**src/hw/rtl/ppt_pkg.sv**
```systemverilog
// Package for the phase pulse trigger: channel payload types and the
// control bundle passed from the top level to the trigger lanes.
// No dependencies.
`timescale 1ns / 1ps

package ppt_pkg;

  // Sample beat or table write.
  typedef struct packed {
    logic               cmd;
    logic [8:0]         group;
    logic signed [15:0] phase_0;
    logic signed [15:0] phase_1;
    logic signed [15:0] phase_2;
    logic signed [15:0] phase_3;
    logic [35:0]        stamp;
    logic               beat_end;
    logic [1:0]         lane_select;
    logic signed [7:0]  threshold_value;
    logic [7:0]         holdoff_value;
  } in_t;

  // Trigger record or photon.
  typedef struct packed {
    logic               kind;
    logic [8:0]         record_group;
    logic [3:0]         trigger_mask;
    logic               record_end;
    logic [10:0]        channel;
    logic signed [15:0] photon_phase;
    logic [35:0]        photon_time;
    logic               run_end;
  } out_t;

  localparam logic CMD_SAMPLE = 1'b0;
  localparam logic CMD_WRITE  = 1'b1;

  localparam logic KIND_RECORD = 1'b0;
  localparam logic KIND_PHOTON = 1'b1;

  // Lane control, one set for all lanes.
  typedef struct packed {
    logic       acc;   // beat transfer, read row
    logic       adv;   // stage 1 retires, write row
    logic       clr;   // clearing pass
    logic       cmd;   // stage 1 holds a table write
    logic [2:0] sel;   // lane addressed by the write
  } ctl_t;

endpackage

```
**src/hw/rtl/ppt_stream_if.sv**
```systemverilog
// Valid/ready stream channel carrying one payload of type T.
// Depends on nothing; payload types come from ppt_pkg at instantiation.
`timescale 1ns / 1ps

interface ppt_stream_if #(parameter type T = logic);
  logic valid;
  logic ready;
  T     data;

  modport source (output valid, output data, input ready);
  modport sink (input valid, input data, output ready);
endinterface

```
**src/hw/rtl/ppt_merge.sv**
```systemverilog
// Result merge: holds one beat's record and lane photons and sends them
// out one per transfer, record first, photons in lane order. Uses ppt_pkg.
`timescale 1ns / 1ps

module ppt_merge #(
  parameter int LANES       = 4,
  parameter int GROUPS      = 512,
  parameter int SAMPLE_BITS = 16,
  parameter int TIME_BITS   = 36,
  localparam int AW         = $clog2(GROUPS),
  localparam int LW         = (LANES > 1) ? $clog2(LANES) : 1
) (
  input  logic                          clk,
  input  logic                          rst,
  input  logic                          load,
  output logic                          ready,
  input  logic [AW-1:0]                 grp,
  input  logic                          end_in,
  input  logic [LANES-1:0]              fire,
  input  logic [LANES-1:0]              emit,
  input  logic signed [SAMPLE_BITS-1:0] phase [LANES],
  input  logic [TIME_BITS-1:0]          ptime [LANES],
  ppt_stream_if.source                  out_ch
);
  import ppt_pkg::*;

  logic                          busy, rec_pend;
  logic [LANES-1:0]              pend, rest;
  logic [AW-1:0]                 b_grp;
  logic [LANES-1:0]              b_mask;
  logic                          b_end;
  logic signed [SAMPLE_BITS-1:0] b_ph [LANES];
  logic [TIME_BITS-1:0]          b_t  [LANES];

  logic [LW-1:0] idx;
  logic          last, xfer;
  logic [31:0]   gw, chw;
  logic [7:0]    mw;
  logic [63:0]   tw;
  out_t          o;

  always_comb begin
    idx = '0;
    for (int i = LANES - 1; i >= 0; i--) begin
      if (pend[i]) idx = LW'(i);
    end
    rest = pend & ~(LANES'(1) << idx);
    last = rec_pend ? (pend == '0) : (rest == '0);
  end

  assign xfer  = out_ch.valid && out_ch.ready;
  assign ready = !busy || (xfer && last);

  always_ff @(posedge clk) begin
    if (rst) begin
      busy     <= 1'b0;
      rec_pend <= 1'b0;
      pend     <= '0;
    end else if (load) begin
      busy     <= 1'b1;
      rec_pend <= 1'b1;
      pend     <= emit;
    end else if (xfer) begin
      if (last) begin
        busy <= 1'b0;
      end else if (rec_pend) begin
        rec_pend <= 1'b0;
      end else begin
        pend <= rest;
      end
    end
  end

  always_ff @(posedge clk) begin
    if (load) begin
      b_grp  <= grp;
      b_mask <= fire;
      b_end  <= end_in;
      b_ph   <= phase;
      b_t    <= ptime;
    end
  end

  always_comb begin
    gw  = 32'(b_grp);
    chw = 32'(b_grp) * 32'(LANES) + 32'(idx);
    mw  = 8'(b_mask);
    tw  = 64'(b_t[idx]);
    o   = '0;
    o.run_end = last;
    if (rec_pend) begin
      o.kind         = KIND_RECORD;
      o.record_group = gw[8:0];
      o.trigger_mask = mw[3:0];
      o.record_end   = b_end;
    end else begin
      o.kind         = KIND_PHOTON;
      o.channel      = chw[10:0];
      o.photon_phase = 16'(b_ph[idx]);
      o.photon_time  = tw[35:0];
    end
  end

  assign out_ch.valid = busy;
  assign out_ch.data  = o;

endmodule

```
**src/flat_wrapper.sv**
```systemverilog
// flat-port wrapper written by rule: the top's interface ports become plain ports
module ppt_merge_flat import ppt_pkg::*;
#(
  parameter int LANES       = 4,
  parameter int GROUPS      = 512,
  parameter int SAMPLE_BITS = 16,
  parameter int TIME_BITS   = 36,
  localparam int AW         = $clog2(GROUPS),
  localparam int LW         = (LANES > 1) ? $clog2(LANES) : 1
)
  (clk, rst, load, ready, grp, end_in, fire, emit, phase, ptime, out_ch_valid, out_ch_data, out_ch_ready);
  ppt_stream_if out_ch_i ();
  input  logic clk;
  input  logic rst;
  input  logic load;
  output logic ready;
  input  logic [AW-1:0] grp;
  input  logic end_in;
  input  logic [LANES-1:0] fire;
  input  logic [LANES-1:0] emit;
  input  logic signed [SAMPLE_BITS-1:0] phase[LANES];
  input  logic [TIME_BITS-1:0] ptime[LANES];
  output wire logic [$bits(out_ch_i.valid)-1:0] out_ch_valid;
  output wire logic [$bits(out_ch_i.data)-1:0] out_ch_data;
  input wire logic [$bits(out_ch_i.ready)-1:0] out_ch_ready;
  assign out_ch_valid = out_ch_i.valid;
  assign out_ch_data = out_ch_i.data;
  assign out_ch_i.ready = out_ch_ready;
  ppt_merge #(.LANES(LANES), .GROUPS(GROUPS), .SAMPLE_BITS(SAMPLE_BITS), .TIME_BITS(TIME_BITS)) u_core (.clk(clk), .rst(rst), .load(load), .ready(ready), .grp(grp), .end_in(end_in), .fire(fire), .emit(emit), .phase(phase), .ptime(ptime), .out_ch(out_ch_i));
endmodule
```
**config.mk**
```make
export PLATFORM = sky130hd
export DESIGN_NAME = ppt_merge_flat
export DESIGN_NICKNAME = d
export VERILOG_FILES = /design/src/hw/rtl/ppt_pkg.sv /design/src/hw/rtl/ppt_stream_if.sv /design/src/hw/rtl/ppt_merge.sv /design/src/flat_wrapper.sv
export SDC_FILE = /design/constraint.sdc
export NUM_CORES = 1
export LEC_CHECK = 0
export BUFFER_PORTS_ARGS = -buffer_cell sky130_fd_sc_hd__clkbuf_2
export CORE_AREA = 2 2 90 92
export CTS_CLUSTER_SIZE = 30
export DETAILED_ROUTE_END_ITERATION = 6
export DIE_AREA = 0 0 92 94
export PLACE_DENSITY = 0.43
export RECOVER_POWER = 100
export REMOVE_ABC_BUFFERS = 1
export SETUP_SLACK_MARGIN = 0.15
export SYNTH_ARGS = -nofsm -noshare
export SYNTH_HDL_FRONTEND = slang
export SYNTH_SLANG_ARGS = --single-unit
```
**constraint.sdc**
```tcl
create_clock -name clk -period 1.5 [get_ports clk]
set_input_delay 0.15 -clock clk [delete_from_list [all_inputs] [get_ports clk]]
set_output_delay 0.15 -clock clk [all_outputs]
set_load 0.01 [all_outputs]
```
==> results_dict.tcl, run 1 <==
set metrics [dict create \
    status "finished, final reports clean" \
    reg2reg_setup_slack_ns 0.41 \
    die_w_um 92 \
    antenna_found_initial 0 \
    required_ns 1.35 \
    worstPathArrival_ns 1.27 \
    p_comb_share_pct 17.6 \
    p_sw_share_pct 26.93 \
    cp-endpoint "ready" \
    drive_gt1_share_pct 43.40 \
    slew_viol_final 0 \
    portBuffers 10 \
    p_seq_share_pct 36.1 \
    cts.clk_slew.worst_paths_ns 0.03 \
    drc 0 \
    critPathLaunch "u_core.pend[3]$_SDFFE_PP0P_" \
    worstSetupEndpointType "primary output" \
    htree_levels 1 \
    cts.sinks 6 \
    seq_area_um2 135.1 \
    slew_headroom_pct 79.29 \
    cts_root_buf "clkbuf_8" \
    p_leak_nw 0.2121 \
    wl_per_cell_um 7.071 \
    synthCells 40 \
    rsz0062_at_grt "true" \
    core_area_mm2 0.007607 \
    worstMarginPinSlew_ns 0.3067 \
    reg2regPathDepth 3 \
    fmax_mhz 706.3 \
    fin_tns_setup_ns 0 \
    cts_tree "yes" \
    pwr-share-clk_pct 46.3 \
    grt_pass1_vias 358 \
    hpwl_um 782.8 \
    yosys_register_bits 6 \
    ys_types 15 \
    peakVddDrop_v 0.0001475 \
    grt_usage_pct 2.759 \
    syn_area_per_cell_um2 7.789 \
    intPower_mw 0.3899 \
    boundaryPins 233 \
    clockBufferDepth 2 \
    antenna_cells 0 \
    cp_max_fo 6 \
    cp-start-kind "flip-flop" \
    fin_nets 285 \
    final.setup_skew_ns 0.005337 \
    finish.utilization_pct 8.010 \
    place_ws_ns 0.1032 \
    final_cell_area_um2 609.3 \
    grt_max_degree 8 \
    vias 345 \
    ys_warn_count 0 \
    finalWorstSetupSlack_ns 0.08423 \
    hp-start "emit[0]" \
    synth_area_um2 311.5 \
    drv_cap 0 \
    grt-ovfl-total 0 \
    dp_cells 151 \
    wl_mm 1.096 \
    fin_cells 155 \
    period_minus_slack_ns 1.416 \
    dieHeight_um 94 \
    hold_violations 0 \
    final_common_cell "clkbuf_2" \
    hold_path_class "in2reg" \
    timing.final.crit_share_pct 94.38 \
    drtAntennaViolNets 0 \
    p_total_mw 0.5336 \
    clock_latency_ns 0.23 \
    multi_input_area_um2 230.2 \
    place_area_um2 484.2 \
    area.growth.synth_to_final_pct 95.58 \
    drtPass1Iterations 2 \
    rows 32 \
    place_congestion 0.6604 \
    cts_buffers 3 \
    nFillCells 910 \
    setup-violations-final 0 \
    r2r_end "u_core.out_ch.valid$_SDFFE_PP0P_" \
    initial_core_util_pct 4.095 \
    powerDensity_mw_per_mm2 875.8 \
    power_switching_mw 0.1437 \
    first_iter_violations 25 \
    whs_ns 0.1621 \
    critPathKind "reg2out" \
    r2r-start "u_core.pend[2]$_SDFFE_PP0P_" \
    die_area_mm2 0.008648 \
    grt_pass1_wl_mm 1.649 \
    yosysSeqAreaShare_pct 38.55 \
    final_cell_mix "clkbuf_2, nand2_1, a21oi_1, dfxtp_4" \
    drt-vias-per-instance 2.226 \
]
-- worst min path at each step --
stage                             endpoint  slack [ns]  depth (start not counted)
5_1_grt        u_core.pend[0]$_SDFFE_PP0P_        0.19                          3
2_1_floorplan  u_core.pend[0]$_SDFFE_PP0P_        0.22                          1
3_3_place_gp   u_core.pend[0]$_SDFFE_PP0P_        0.41                          3
6_report       u_core.pend[0]$_SDFFE_PP0P_        0.16                          3
3_5_place_dp   u_core.pend[0]$_SDFFE_PP0P_        0.41                          3
4_1_cts        u_core.pend[0]$_SDFFE_PP0P_        0.17                          3
-- flip-flops by register name, indices dropped and copies added (netlist names) --
signal / flops
u_core.out_ch.valid: 1
u_core.pend: 4
u_core.rec_pend: 1
-- worst max-delay path, cell delays in order, from the launching register on --
cell and delay [ns]:
dfxtp_4 0.37, nor4_4 0.31, o21ai_1 0.08, o21ai_1 0.13, buf_2 0.15
-- cell families (layout without fill, tap and decap cells) --
kind of cell	count (synthesis)	after routing	synth area share, %
buf+inv	4	17	5.219
flops	6	6	38.56
compound gates	13	13	26.91
mux	2	2	6.426
simple gates	15	15	22.89
-- per-layer routing --
metal	global-route usage [%]	vias up	wire, um
li1	-	174	-
met1	2.900	157	483
met2	3.983	10	499
met3	2.327	4	92
met4	1.119	0	21
met5	0	-	0
-- repair_timing --
item	4_1_cts	5_1_grt
pin swaps	2	3
hold buffers	0	0
setup buffers	1	0
endpoints found under the setup margin	2	2
gates resized for setup	11	12
-- cells in the mapped netlist --
cell type  n  share of area [%]
o311ai_0   1                2.8
dfxtp_1    6                 39
mux2i_1    2                6.4
o21ai_0    3                4.8
nor2_1     3                3.6
nor4_1     1                2.0
a211oi_1   3                7.2
inv_1      3                3.6
nand2_1    4                4.8
a21oi_1    4                6.4
o31ai_1    1                2.4
a41o_1     1                3.2
nor3_1     4                6.4
buf_2      1                1.6
nand2b_1   3                6.0
-- cell type report --
class,count,area share [%]
Clock buffer,3,6.776
Inverter,3,1.848
Multi-Input combinational cell,30,37.78
Sequential cell,6,22.18
Tap cell,102,20.94
Timing Repair Buffer,11,10.47
-- power groups by stage --
stage          clock network (mW)  registers [mW]  logic, mW
5_1_grt                     0.265           0.196      0.107
3_3_place_gp                    0           0.186     0.0721
6_report                    0.247           0.193     0.0937
4_1_cts                     0.251           0.189     0.0819
2_1_floorplan                   0           0.184     0.0410
3_5_place_dp                    0           0.186     0.0723
No activity file was read; power rests on OpenSTA's default activity.
==> inputs of run 2 (changes only) <==
--- a/config.mk
+++ b/config.mk
@@ -12,7 +12,6 @@
 export DIE_AREA = 0 0 92 94
 export PLACE_DENSITY = 0.43
 export RECOVER_POWER = 100
-export REMOVE_ABC_BUFFERS = 1
 export SETUP_SLACK_MARGIN = 0.15
 export SYNTH_ARGS = -nofsm -noshare
 export SYNTH_HDL_FRONTEND = slang
==> results_dict.tcl, run 2 (synthesized netlist as in run 1, its figures left out) <==
set metrics [dict create \
    final_cell_area_um2 621.8 \
    area.growth.synth_to_final_pct 99.60 \
    cp-start-kind "flip-flop" \
    cts_buffers 3 \
    rows 32 \
    portBuffers 10 \
    drc 0 \
    worstPathArrival_ns 1.28 \
    r2r-start "u_core.pend[2]$_SDFFE_PP0P_" \
    fin_cells 158 \
    final.setup_skew_ns 0.003483 \
    drv_cap 0 \
    dieHeight_um 94 \
    nFillCells 922 \
    clockBufferDepth 2 \
    initial_core_util_pct 4.095 \
    fmax_mhz 698.7 \
    final_common_cell "clkbuf_2" \
    place_congestion 0.7205 \
    max_stage_delay_ns 0.46 \
    finish.utilization_pct 8.174 \
    p_leak_nw 0.2215 \
    hpwl_um 806.6 \
    cts.clk_slew.worst_paths_ns 0.04 \
    period_minus_slack_ns 1.431 \
    drtAntennaViolNets 0 \
    grt_usage_pct 2.726 \
    cp-endpoint "out_ch_data" \
    peakVddDrop_v 0.0001719 \
    crit_chain "nor3_4 > o31ai_2 > nand2_1 > clkbuf_2" \
    cts_tree "yes" \
    place_area_um2 484.2 \
    grt-ovfl-total 0 \
    multi_input_area_um2 230.2 \
    grt_pass1_vias 347 \
    die_area_mm2 0.008648 \
    status "finished, final reports clean" \
    path_depth 4 \
    drtPass1Iterations 4 \
    dp_cells 151 \
    powerDensity_mw_per_mm2 867.4 \
    timing.final.crit_share_pct 95.42 \
    worstMarginPinSlew_ns 0.3263 \
    grt_max_degree 8 \
    drt-vias-per-instance 2.354 \
    slew_headroom_pct 77.97 \
    htree_levels 1 \
    final_cell_mix "clkbuf_2, nand2_1, a21oi_1, buf_4" \
    core_area_mm2 0.007607 \
    cp_max_fo 6 \
    required_ns 1.35 \
    wl_mm 1.153 \
    regMostFlops "u_core.pend" \
    hold_violations 0 \
    first_iter_violations 15 \
    critPathLaunch "u_core.pend[1]$_SDFFE_PP0P_" \
    hold_path_class "in2reg" \
    clock_latency_ns 0.22 \
    boundaryPins 233 \
    antenna_cells 0 \
    cts.sinks 6 \
    cp_top_family "flip-flops" \
    drive_gt1_share_pct 44.64 \
    fin_nets 288 \
    reg2regPathDepth 4 \
    rsz0062_at_grt "true" \
    critPathKind "reg2out" \
    worstSetupEndpointType "primary output" \
    cts_root_buf "clkbuf_8" \
    fin_tns_setup_ns 0 \
    synth_fp_nets 270 \
    setup-violations-final 0 \
    slew_viol_final 0 \
    vias 372 \
    reg2reg_setup_slack_ns 0.29 \
    path_buf_inv 1 \
    r2r_end "u_core.out_ch.valid$_SDFFE_PP0P_" \
    seq_area_um2 132.6 \
    wl_per_cell_um 7.297 \
    die_w_um 92 \
    antenna_found_initial 0 \
    slowest_stage "dfxtp_2" \
    p_total_mw 0.5394 \
    grt_pass1_wl_mm 1.766 \
    largest_register_ffs 4 \
]
==> run 2: cell count changes in the layout (fill, tap and decap cells not counted), sizes merged <==
cell and change:
buf +2, clkbuf +1
==> run 2: worst min-delay path by stage <==
stage | startpoint | cells past startpoint | endpoint | slack (ns)
6_report | emit[0] | 3 | u_core.pend[0]$_SDFFE_PP0P_ | 0.19
5_1_grt | emit[0] | 3 | u_core.pend[0]$_SDFFE_PP0P_ | 0.23
4_1_cts | emit[0] | 3 | u_core.pend[0]$_SDFFE_PP0P_ | 0.19
3_5_place_dp | emit[0] | 3 | u_core.pend[0]$_SDFFE_PP0P_ | 0.43
3_3_place_gp | emit[0] | 3 | u_core.pend[0]$_SDFFE_PP0P_ | 0.43
2_1_floorplan | rst | 1 | u_core.pend[0]$_SDFFE_PP0P_ | 0.22
==> run 2: final cells by class <==
| cell class | instances | share of cell area [%] |
|---|---|---|
| well taps | 102 | 20.52 |
| clock buffers | 3 | 6.640 |
| repair buffers | 14 | 12.68 |
| flip-flops and latches | 6 | 21.33 |
| multi-input cells | 30 | 37.02 |
| inverters | 3 | 1.811 |
==> run 2: repair_timing <==
action                     in CTS  in global routing
setup endpoints to repair       2                  2
cloned                          0                  0
hold buffers                    0                  0
setup buffers                   1                  3
pin swaps                       2                  3
resized for setup              14                  6
==> run 2: power by group <==
part           switching (mW)  internal (mW)
clock                  0.0708          0.173
sequential             0.0249          0.170
combinational          0.0482         0.0533
total                   0.144          0.396
==> run 2: through the flow <==
stage                     hold slack, ns  setup slack, ns
after global routing              0.2281        -0.003759
after CTS                         0.1902          0.08603
final                             0.1864          0.06869
after floorplan                   0.2191           0.3548
after detailed placement          0.4313           0.1981
after global placement            0.4292           0.1505
==> run 2: per-layer routing <==
layer | vias up | global-route usage (%) | share of wire (%) | routed length (um)
li1 | 179 | - | - | -
met1 | 176 | 3.335 | 46 | 535
met2 | 13 | 4.289 | 48 | 556
met3 | 4 | 0.5618 | 2.8 | 32
met4 | 0 | 1.866 | 2.5 | 29
met5 | - | 0 | 0 | 0
==> run 2: worst register-to-register path, delay by kind of cell, from the launching register on <==
kind / cells / cell delay, ns
flops: 1 / 0.38
buf+inv: 1 / 0.14
compound gates: 3 / 0.60
==> inputs of run 3 (changes only) <==
--- a/config.mk
+++ b/config.mk
@@ -7,6 +7,7 @@
 export LEC_CHECK = 0
 export BUFFER_PORTS_ARGS = -buffer_cell sky130_fd_sc_hd__clkbuf_2
 export CORE_AREA = 2 2 90 92
+export CTS_BUF_LIST = sky130_fd_sc_hd__clkbuf_4 sky130_fd_sc_hd__clkbuf_8
 export CTS_CLUSTER_SIZE = 30
 export DETAILED_ROUTE_END_ITERATION = 6
 export DIE_AREA = 0 0 92 94
==> constraint.sdc (replaced) <==
create_clock -name clk -period 1.6 [get_ports clk]
set_input_delay 0.16 -clock clk [delete_from_list [all_inputs] [get_ports clk]]
set_output_delay 0.16 -clock clk [all_outputs]
set_load 0.01 [all_outputs]
==> results_dict.tcl, run 3 (synthesized netlist as in run 1, its figures left out) <==
set metrics [dict create \
    status "finished, final reports clean" \
    critPathKind "reg2out" \
    nFillCells 923 \
    fin_tns_setup_ns 0 \
    r2r-start "u_core.pend[2]$_SDFFE_PP0P_" \
    portBuffers 10 \
    die_w_um 92 \
    grt-ovfl-total 0 \
    wl_mm 1.101 \
    antenna_found_initial 0 \
    r2r_end "u_core.out_ch.valid$_SDFFE_PP0P_" \
    htree_levels 1 \
    cts_buffers 3 \
    required_ns 1.44 \
    place_ws_ns 0.2881 \
    first_iter_violations 17 \
    initial_core_util_pct 4.095 \
    drive_gt1_share_pct 38.89 \
    largest_register_ffs 4 \
    reg2regPathDepth 3 \
    whs_ns 0.1980 \
    grt_max_degree 8 \
    drc 0 \
    rows 32 \
    clockBufferDepth 2 \
    worstMarginPinSlew_ns 0.3256 \
    core_area_mm2 0.007607 \
    powerDensity_mw_per_mm2 818.8 \
    wl_per_cell_um 7.058 \
    cts_root_buf "clkbuf_8" \
    drtAntennaViolNets 0 \
    final_cell_area_um2 603.1 \
    boundaryPins 233 \
    cts.clk_slew.worst_paths_ns 0.04 \
    grt_pass1_wl_mm 1.745 \
    cp-start-kind "flip-flop" \
    drv_cap 0 \
    finalWorstSetupSlack_ns 0.1601 \
    cts.sinks 6 \
    p_leak_nw 0.2084 \
    grt.busiest_layer "met2" \
    die_area_mm2 0.008648 \
    fin_cells 156 \
    grt_use_met1_pct 3.238 \
    cp_max_fo 5 \
    dp_cells 151 \
    final.setup_skew_ns 0.003410 \
    slew_viol_final 0 \
    met3_usage_pct 0.5618 \
    fin_nets 286 \
    grt_usage_pct 2.709 \
    final_cell_mix "clkbuf_2, nand2_1, a21oi_1, dfxtp_4" \
    setup-violations-final 0 \
    hold_path_depth 3 \
    place_congestion 0.7205 \
    place_area_um2 484.2 \
    rsz0062_at_grt "true" \
    period_minus_slack_ns 1.440 \
    hold_violations 0 \
    vias 350 \
    drt-vias-per-instance 2.244 \
    cts_tree "yes" \
    antenna_cells 0 \
    hp-start "emit[0]" \
    reg2reg_setup_slack_ns 0.49 \
    dieHeight_um 94 \
    regMostFlops "u_core.pend" \
    final_common_cell "clkbuf_2" \
    area.growth.synth_to_final_pct 93.57 \
    ctsHoldBuffers 0 \
    worstSetupEndpointType "primary output" \
    slew_headroom_pct 78.02 \
    peakVddDrop_v 0.0001601 \
    timing.final.crit_share_pct 90.00 \
    hold_end "u_core.pend[0]$_SDFFE_PP0P_" \
    fmax_mhz 694.5 \
    gr-usage-met2_pct 4.350 \
    worstPathArrival_ns 1.28 \
    synth_fp_nets 270 \
    drtPass1Iterations 4 \
    grt_pass1_vias 341 \
    hold_path_class "in2reg" \
    clock_latency_ns 0.22 \
    hpwl_um 806.6 \
]
==> run 3: changes by cell type in the layout (fill, tap and decap cells not counted) <==
cell and change:
o31ai_1 +1, dfxtp_4 +1, o31ai_2 -1, buf_2 -1
dfxtp_2 -1, buf_4 -2, clkbuf_1 +1
==> run 3: worst max path at each step <==
stage	from	to	cells past startpoint
final	u_core.pend[3]$_SDFFE_PP0P_	ready	4
after global routing	u_core.pend[3]$_SDFFE_PP0P_	ready	4
after CTS	u_core.pend[2]$_SDFFE_PP0P_	ready	4
after detailed placement	u_core.pend[3]$_SDFFE_PP0P_	ready	4
after global placement	u_core.pend[3]$_SDFFE_PP0P_	ready	4
after floorplan	u_core.pend[3]$_SDFFE_PP0P_	ready	3
==> run 3: through the flow <==
step	power, mW	util, %
detailed placement	0.2428	6.365
finish	0.4938	7.928
global route	0.5276	7.928
global placement	0.2426	6.365
floorplan	0.2141	-
CTS	0.4830	7.303
==> run 3: area by class of cell <==
cell class	instances	area (um2)	share of cell area (%)
clock buffer	3	41.29	6.846
tap	102	127.6	21.16
sequential	6	135.1	22.41
inverter	3	11.26	1.867
multi-input combinational	30	225.2	37.34
timing repair buffer	12	62.56	10.37
==> run 3: what timing repair did <==
action | 4_1_cts | 5_1_grt
pin swaps | 1 | 2
setup buffers | 0 | 2
endpoints found under the setup margin | 2 | 2
gates resized for setup | 9 | 11
==> run 3: routing by layer <==
metal  up-vias  wire [um]
met5         -          0
met3         2         24
met4         0         23
met2         7        553
met1       168        500
li1        173          -
==> run 3: worst max-delay path: stages (launching register included) <==
cell and delay [ns]:
dfxtp_4 0.37, nor4_4 0.29, o21ai_1 0.08, o21ai_1 0.15, clkbuf_1 0.17
==> run 3: report_power, final <==
group          internal (mW)  total (mW)  leakage (nW)  switching (mW)
registers              0.158       0.181        0.0524          0.0230
clock network          0.162       0.227        0.0216          0.0649
logic                 0.0442      0.0860         0.134          0.0418
